## src/hw/rtl/pcbg_pkg.sv

```systemverilog
package pcbg_pkg;

  localparam int DW = 19;   // log2 distance, Q.16
  localparam int VW = 31;   // power value, Q.30
  localparam int LanesN = 3;
  localparam int PipeN = 13;  // lane register stages before the output register

  typedef logic [DW-1:0] d_tab_t [256];
  typedef logic [VW-1:0] v_tab_t [256];
  typedef logic [VW-1:0] r_tab_t [17];

  typedef enum logic [1:0] {
    REG_CONTRAST   = 2'd0,
    REG_BRIGHTNESS = 2'd1,
    REG_GAMMA      = 2'd2
  } reg_idx_e;

  function automatic longint unsigned log2_q16(input int p);
    longint unsigned m;
    longint unsigned frac;
    int e;
    e = 0;
    frac = 0;
    if (p == 0) return 0;
    while ((p >> (e + 1)) != 0) e++;
    m = longint'(p) << (23 - e);
    for (int i = 0; i < 16; i++) begin
      m = (m * m) >> 23;
      frac = frac << 1;
      if (m >= (64'd1 << 24)) begin
        frac = frac | 1;
        m = m >> 1;
      end
    end
    return (longint'(e) << 16) | frac;
  endfunction

  function automatic longint unsigned isqrt(input longint unsigned a_in);
    longint unsigned a;
    longint unsigned r;
    longint unsigned b;
    a = a_in;
    r = 0;
    b = 64'd1 << 62;
    while (b > a) b = b >> 2;
    while (b != 0) begin
      if (a >= r + b) begin
        a = a - (r + b);
        r = (r >> 1) + b;
      end else begin
        r = r >> 1;
      end
      b = b >> 2;
    end
    return r;
  endfunction

  function automatic d_tab_t mk_d();
    d_tab_t t;
    for (int p = 0; p < 256; p++) begin
      t[p] = (p == 0) ? '0 : DW'(log2_q16(255) - log2_q16(p));
    end
    return t;
  endfunction

  function automatic r_tab_t mk_r();
    r_tab_t t;
    longint unsigned r;
    r = 64'd1 << 29;
    t[0] = VW'(r);
    for (int k = 1; k <= 16; k++) begin
      r = isqrt(r << 30);
      t[k] = VW'(r);
    end
    return t;
  endfunction

  localparam d_tab_t DTab = mk_d();
  localparam r_tab_t RTab = mk_r();

  // product of factors 1..8 for the upper fraction byte, truncated per step
  function automatic v_tab_t mk_v();
    v_tab_t t;
    longint unsigned v;
    for (int h = 0; h < 256; h++) begin
      v = 64'd1 << 30;
      for (int k = 1; k <= 8; k++) begin
        if (((h >> (8 - k)) & 1) != 0) v = (v * longint'(RTab[k])) >> 30;
      end
      t[h] = VW'(v);
    end
    return t;
  endfunction

  localparam v_tab_t VTab = mk_v();

endpackage

```

## src/hw/rtl/pcbg_merge.sv

```systemverilog
module pcbg_merge (
  input  logic        clk_i,
  input  logic        rst_ni,
  input  logic        in_valid_i,
  input  logic [23:0] lane_i,
  input  logic        out_ready_i,
  output logic        out_valid_o,
  output logic [23:0] out_data_o,
  output logic        en_o
);
  import pcbg_pkg::*;

  logic [PipeN-1:0] vld_q;
  logic             ov_q;
  logic [23:0]      od_q;

  // advance the whole pipe unless the output beat is stuck
  assign en_o = out_ready_i | ~ov_q;

  always_ff @(posedge clk_i or negedge rst_ni) begin
    if (!rst_ni) begin
      vld_q <= '0;
      ov_q  <= 1'b0;
    end else if (en_o) begin
      vld_q <= {vld_q[PipeN-2:0], in_valid_i};
      ov_q  <= vld_q[PipeN-1];
    end
  end

  always_ff @(posedge clk_i) begin
    if (en_o) od_q <= lane_i;
  end

  assign out_valid_o = ov_q;
  assign out_data_o  = od_q;
endmodule
```

## config.mk

```make
export PLATFORM = sky130hd
export DESIGN_NAME = pcbg_merge
export DESIGN_NICKNAME = d
export VERILOG_FILES = /design/src/hw/rtl/pcbg_pkg.sv /design/src/hw/rtl/pcbg_merge.sv
export SDC_FILE = /design/constraint.sdc
export NUM_CORES = 1
export LEC_CHECK = 0
export BUFFER_PORTS_ARGS = -buffer_cell sky130_fd_sc_hd__buf_2
export CAP_MARGIN = 5
export CORE_AREA = 2 2 61 63
export CTS_BUF_LIST = sky130_fd_sc_hd__clkbuf_4 sky130_fd_sc_hd__clkbuf_8
export CTS_CLUSTER_DIAMETER = 150
export DETAILED_ROUTE_END_ITERATION = 8
export DIE_AREA = 0 0 63 65
export MAX_ROUTING_LAYER = met4
export PLACE_DENSITY = 0.66
export SLEW_MARGIN = 20
export SYNTH_ARGS = -nofsm -noshare
export SYNTH_HDL_FRONTEND = slang
export SYNTH_SLANG_ARGS = --single-unit
export TNS_END_PERCENT = 10
```

## constraint.sdc

```tcl
create_clock -name clk_i -period 1.6 [get_ports clk_i]
set_input_delay 0.24 -clock clk_i [delete_from_list [all_inputs] [get_ports clk_i]]
set_output_delay 0.24 -clock clk_i [all_outputs]
set_load 0.005 [all_outputs]
```

==> metrics.md <==
| Metric | Value |
|---|---|
| R2R depth | `2` |
| Crit Path Category | `reg2out` |
| Post-CTS Setup Bufs | `0` |
| Leakage power | `0.000751 uW` |
| Num ports | `54` |
| IO buf count | `53` |
| Netlist cell types | `8` |
| Worst hold path type | `in2reg` |
| Overall Global Routing Usage | `0.0962` |
| Worst slew pin tran | `0.303 ns` |
| CP Capture Type | `output pin` |
| Syn nets | `83` |
| Xor/xnor cell area share of the yosys netlist | `0` |
| Cell Rows | `22` |
| Simple-gate share of the synthesized area | `0.0164` |
| Total power draw | `2510 uW` |
| Clock Latency Late Sink | `0.33 ns` |
| Synthesized-area fraction occupied by adder cells | `0` |
| Reg-to-reg slack, setup | `0.28 ns` |
| Final setup viols | `0` |
| Pre-Repair DR Iteration Count | `3` |
| Worst EP required | `1.36 ns` |
| Vias in the first global route | `614` |
| Worst Setup SP | `out_valid_o` |
| Met1 wire length | `772 um` |
| Via/cell ratio | `4.13` |
| Chip height | `65 um` |
| Final Cycle Share | `0.896` |
| Routed Antenna Nets | `0` |
| CTS tree | `done` |
| Seq cells post-synth | `38` |
| MaxCap Viol Count | `0` |
| RR Startpoint | `out_valid_o` |
| Routed wl met3 | `175 um` |
| Endpoints failing hold | `0` |
| Detailed Route WL | `1770 um` |
| Clk_skew | `0.00762 ns` |
| HP Start | `lane_i[21]` |
| Hold Crit Depth | `1` |
| Total number of vias | `677` |
| WHS Endpoint | `out_data_o[21]` |
| DRC | `0` |
| Largest family of logic cells by synthesized area | `multiplexers` |
| Pre-CTS setup slack | `0.282 ns` |
| Area Overhead vs Synth | `28.1%` |
| CP max FO | `21` |
| Setup slack after layout | `0.167 ns` |
| Slew HR | `0.798` |
| Sequential element share of the synthesized area | `0.824` |
| Startpoint Class | `register` |
| Core area | `3500 um2` |
| Peak VDD IR | `0.740 mV` |
| Die width | `63 um` |
| Slew Viols, Final | `0` |
| Post-synthesis mux area share | `0.136` |
| CTS H-tree lvls | `2` |
| Net count, final | `143` |
| GP Congestion | `0.605` |
| CP arrival | `1.19 ns` |
| Pwr Density | `1510 nW/um2` |
| Initial antenna violation count | `0` |
| Fin crit period | `1.43 ns` |
| Clock sinks | `38` |
| Max frequency | `0.698 GHz` |
| Share of layout cells above drive strength 1 | `0.647` |
| Post-synthesis compound-gate area fraction | `0` |
| Unrepaired setup endpoints after global routing | `no` |
| Post-cts sizing count | `0` |
| Netlist Area Pre-Place | `1300 um2` |
| Grt total ovfl | `0` |
| Reg2reg end | `out_data_o[15]` |
| CTS Buffer Depth | `2` |
| Starting density of the core | `0.372` |
| Clock transition at path regs | `0.11 ns` |
| Drt first-iter violations | `21` |
| First-pass GRT wire length | `2790 um` |
| WL per Instance | `10.8 um` |
| Hold slack | `0.0787 ns` |
| Root buf cell | `clkbuf_4` |
| Synth Warn # | `0` |
| Setup TNS | `0 ns` |
| Post-synthesis cell count | `55` |
| Diode count | `0` |
| Num CTS Buffers | `5` |
| Die area | `4100 um2` |
| Status | `finished, final reports clean` |
| Max layer used | `met4` |
| Final core occ | `0.476` |
| Post-DP HPWL | `1300 um` |
| Synthesized area per cell | `23.6 um2` |
| Largest net degree at the start of global routing | `22` |
| WL met2 | `787 um` |
-- state kept, by name, indices dropped and copies added, names as in the netlist --
signal	count
out_valid_o	1
out_data_o	24
vld_q	13
-- what timing repair did --
action	in CTS	in global routing
hold endpoints to repair	14	0
hold buffers	1	0
endpoints found under the setup margin	0	0
-- through the flow --
step,instances,area (um2)
final,164,1670
after global routing,164,1670
after CTS,164,1670
after detailed placement,155,1600
after global placement,155,1600
after floorplan,55,1300
-- cells in the mapped netlist --
library cell	count	area [um2]
mux2_2	5	56.3
mux2_4	8	120
or2b_1	1	7.51
nand2b_4	1	13.8
buf_6	1	11.3
dfrtp_1	14	350
buf_12	1	20.0
edfxtp_1	24	721
-- worst max-delay path by stage --
stage                                 to  slack (ns)  cells after the start
after floorplan                 vld_q[1]        0.39                      4
after global placement    out_data_o[13]        0.33                      2
after detailed placement  out_data_o[10]        0.28                      2
after CTS                           en_o        0.13                      2
after global routing                en_o        0.09                      2
final                               en_o        0.17                      2
-- per-layer routing --
metal,vias to the layer above,global-route usage
met2,37,0.129
li1,325,-
met3,4,0.0469
met1,311,0.120
met5,-,-
met4,0,0.0500
-- placed cells by master (no fill, tap or decap), drive strengths merged --
cell type    instances
buf                 54
edfxtp              24
dfrtp               14
mux2                13
clkbuf               5
clkinv               2
nand2b               1
or2b                 1
clkinvlp             1
dlygate4sd3          1
-- cell families after synthesis --
group / Yosys count
DFF: 38
muxes: 13
buffers and inverters: 2
and+or+nand+nor: 2
-- cell type report --
| cell class | instances | area, um2 |
|---|---|---|
| multi-input cells | 15 | 198 |
| fillers | 313 | 1830 |
| repair buffers | 55 | 283 |
| flip-flops and latches | 38 | 1070 |
| clock inverters | 3 | 16.3 |
| well taps | 48 | 60.1 |
| clock buffers | 5 | 37.5 |
-- power by group --
| part | leakage (uW) | internal (uW) | switching (uW) | total (uW) |
|---|---|---|---|---|
| registers | 0.000404 | 1370 | 118 | 1480 |
| clock network | 0.0000286 | 163 | 286 | 450 |
| logic | 0.000319 | 364 | 215 | 579 |
-- critical path: stages, from the launching register on --
cell and delay (ns):
dfrtp_1 0.42, nand2b_4 0.27, buf_2 0.18
Note: power is estimated with default switching activity, not from simulation.
